### config.mk
export PLATFORM = sky130hd
export DESIGN_NAME = rcpa_ram
export DESIGN_NICKNAME = d
export VERILOG_FILES = /design/src/hdl/rcpa_ram.sv
export SDC_FILE = /design/constraint.sdc
export NUM_CORES = 2
export LEC_CHECK = 0
export ABC_AREA = 1
export BUFFER_PORTS_ARGS = -buffer_cell sky130_fd_sc_hd__buf_2
export CAP_MARGIN = 20
export CORE_MARGIN = 3
export CORE_UTILIZATION = 30
export DETAILED_ROUTE_END_ITERATION = 12
export PLACE_DENSITY_LB_ADDON = 0.3
export SLEW_MARGIN = 30
export SYNTH_ARGS = -nofsm -noshare
export SYNTH_HDL_FRONTEND = slang
export SYNTH_SLANG_ARGS = --single-unit
### constraint.sdc
create_clock -name aclk -period 3.15 [get_ports aclk]
set_input_delay 0.63 -clock aclk [delete_from_list [all_inputs] [get_ports aclk]]
set_output_delay 0.63 -clock aclk [all_outputs]
set_load 0.05 [all_outputs]
### src/hdl/rcpa_ram.sv
// ----------------------------------------------------------------------------
// rcpa_ram - generic single-write, single-read RAM
// One write port and one read port; read data registered.
// ----------------------------------------------------------------------------
`default_nettype none

module rcpa_ram #(
    parameter int WIDTH = 8,
    parameter int DEPTH = 256
) (
    input  wire logic                     aclk,
    input  wire logic                     we,
    input  wire logic [$clog2(DEPTH)-1:0] waddr,
    input  wire logic [WIDTH-1:0]         wdata,
    input  wire logic [$clog2(DEPTH)-1:0] raddr,
    output logic      [WIDTH-1:0]         rdata
);

    logic [WIDTH-1:0] mem [DEPTH];

    always_ff @(posedge aclk) begin
        if (we) begin
            mem[waddr] <= wdata;
        end
        rdata <= mem[raddr];
    end

endmodule

`default_nettype wire

==> results.yml <==
power:
  p_clk_share_pct: 41.6
  ir_worst_vdd_uv: 466
  p_sw_share_pct: 23.2
  p_int_mw: 44.9
  p_seq_share_pct: 51.7
  total_power_mw: 58.4
  p_switching_mw: 13.5
  p_per_area_nw_per_um2: 596
  p_comb_share_pct: 6.7
  leakagePower_nw: 34.3
grt:
  overflow: 0
  grt_pass1_wl_um: 376000
  use_met2_pct: 28.0
  grt_use_met3_pct: 2.72
  grt_busiest_layer: "met2"
  gr-usage-all-layers_pct: 17.6
  antenna_found_initial: 19
  grt_max_degree: 90
  grt_use_met1_pct: 24.3
  grt_pass1_vias: 54000
critical_path:
  worstPathCellList: "buf_2"
  path_delay_family: "flip-flops"
  crit_required_ns: 2.52
  max_stage_delay_ns: 0.82
  end_kind: "output pin"
  worst-path-buf-inv: 1
  r2r_slack_ns: 1.08
  crit_start: "rdata[1]"
  cp_data_arrival_time_ns: 2.09
  reg2reg_from: "mem[151][0]"
  crit_path_end: "rdata[1]"
  start_kind: "flip-flop"
  critPathKind: "flip-flop to output pin"
  r2r_cells: 10
  path_max_fanout: 8
  crit_cells: 1
  slowest_stage: "dfxtp_1"
  reg2reg_to: "rdata[0]"
clocking:
  htree_levels: 4
  clockBufferDepth: 3
  cts_setup_buffers: 0
  cts_buffers: 214
  root_buffer: "clkbuf_16"
  clock-sinks: 2056
  clk_pin_slew_worst_paths_ns: 0.06
  clk_latency_ns: 0.86
  cts_hold_buf: 0
  cts_tree: "built"
  cts_resized: 0
sta:
  period_needed_ns: 2.72
  rsz0062_at_grt: "false"
  fmax_ghz: 0.368
  setup_violations: 0
  tns_ns: 0
  fin_skew_ns: 0.0532
  slew_violations: 0
  setup_ws_ns: 0.433
  hold_viol_final: 0
  slew_headroom_pct: 43.0
  post-route-period-util_pct: 86.3
  tightest_slew_ns: 0.852
die:
  ios: 34
  die_w_um: 533
  dieArea_um2: 284000
  fp.coreArea_um2: 275000
  row_count: 192
  start_util_pct: 30.3
  die_h_um: 533
synthesis:
  ys_warn_count: 0
  yosys.area_share.adder_pct: 0
  yosys.area_share.xor_xnor_pct: 0
  synth_top_family_by_area: "simple AND/OR/NAND/NOR gates"
  synth_compound_area_share_pct: 0
  synthesis.nets: 7029
  synthMuxAreaShare_pct: 0
  synth_cell_types: 14
  syn_area_per_cell_um2: 11.9
  synth.yosys.seq_area_share_pct: 73.9
  synth_area_um2: 83400
  synthCells: 7003
  yosys.area_share.simple_pct: 22.9
  synth-seq-cells: 2056
finish:
  fin_area_um2: 98100
  post-route-util_pct: 35.7
  multi_input_area_um2: 19200
  final_cell_mix: "nand2_1, edfxtp_1, nand3_1"
  seq_area_um2: 61700
  fillers: 26800
  drive_above_1_share_pct: 11.8
  final_common_cell: "nand2_1"
  area_growth_pct: 17.6
  nets: 7337
route:
  wl_um: 257000
  drc: 0
  vias: 56100
  postRouteAntennaNets: 0
  drt_iter0_markers: 6453
  wire_per_inst_um: 23.0
  vias_per_cell: 5.00
  dr.pass1.iters: 8
flow_run:
  drv_cap: 0
worst_hold_path:
  worstHoldPathType: "input pin to flip-flop"
run_status:
  outcome: "finished, final reports clean"
placement:
  dpl.hpwl_um: 160000
  gp_congestion: 0.874
  place_ws_ns: 0.00227
  place_area_um2: 91300
  io_buffers: 33
-- power groups by stage --
stage / combinational [mW] / clock (mW) / sequential [mW]
after floorplan: 1.86 / 0 / 30.8
after global placement: 3.90 / 0 / 30.8
after detailed placement: 3.91 / 0 / 30.8
after CTS: 3.92 / 24.7 / 30.2
after global routing: 4.20 / 25.9 / 30.2
final: 3.91 / 24.3 / 30.2
-- synth_stat cells --
library cell  instances  area, um2
nand2_1            2123       7970
edfxtp_1           2048      61500
buf_2               268       1340
dfxtp_1               8        160
buf_4                46        345
nor2_1              283       1060
clkbuf_1            112        420
inv_4                 1       6.26
buf_6                16        180
inv_2                 2       7.51
nand3_1            2019      10100
buf_8                 1       15.0
inv_1                36        135
buf_1                40        150
-- per-stage QoR --
| step | cells | hold WS, ns |
|---|---|---|
| detailed placement | 10800 | 0.975 |
| floorplan | 7003 | 0.729 |
| global placement | 10800 | 1.04 |
| finish | 11200 | 0.177 |
| global route | 11200 | 0.137 |
| CTS | 11200 | 0.110 |
-- registers in the layout, summed over array words and instances, names as in the netlist --
name and flops:
rdata 8, mem 2048
-- worst min-delay path by stage --
stage	startpoint	endpoint	slack, ns	cells after the start
floorplan	wdata[0]	mem[0][0]	0.73	0
global placement	mem[100][0]	rdata[0]	1.04	10
detailed placement	mem[100][4]	rdata[4]	0.98	10
CTS	wdata[1]	mem[99][1]	0.11	1
global route	wdata[1]	mem[96][1]	0.14	1
finish	wdata[1]	mem[99][1]	0.18	1
-- area by class of cell --
type	count	area share, %
multi-input cells	4425	19.5
inverters	39	0.184
well taps	3686	4.70
diodes	40	0.102
clock inverters	127	1.09
repair buffers	575	5.78
clock buffers	267	5.74
flip-flops and latches	2056	62.9
-- metal layers --
layer / up-vias / routed length (um)
li1: 25600 / -
met1: 28000 / 109000
met3: 391 / 18200
met5: - / 37
met4: 4 / 9930
met2: 2181 / 120000
-- worst register-to-register path, cell delays in order, from the launching register on --
cell	delay (ns)
edfxtp_1	0.35
nand2_1	0.07
nand3_1	0.10
nand3_1	0.17
nand3_1	0.14
nand3_1	0.13
nand3_1	0.22
nand3_1	0.52
nand2_1	0.12
nand2_1	0.09
nand2_1	0.06
-- logic make-up after synthesis --
group                  after synthesis
buffers and inverters              522
and+or+nand+nor                   4425
DFF                               2056
Note: power is estimated with default switching activity, not from simulation.
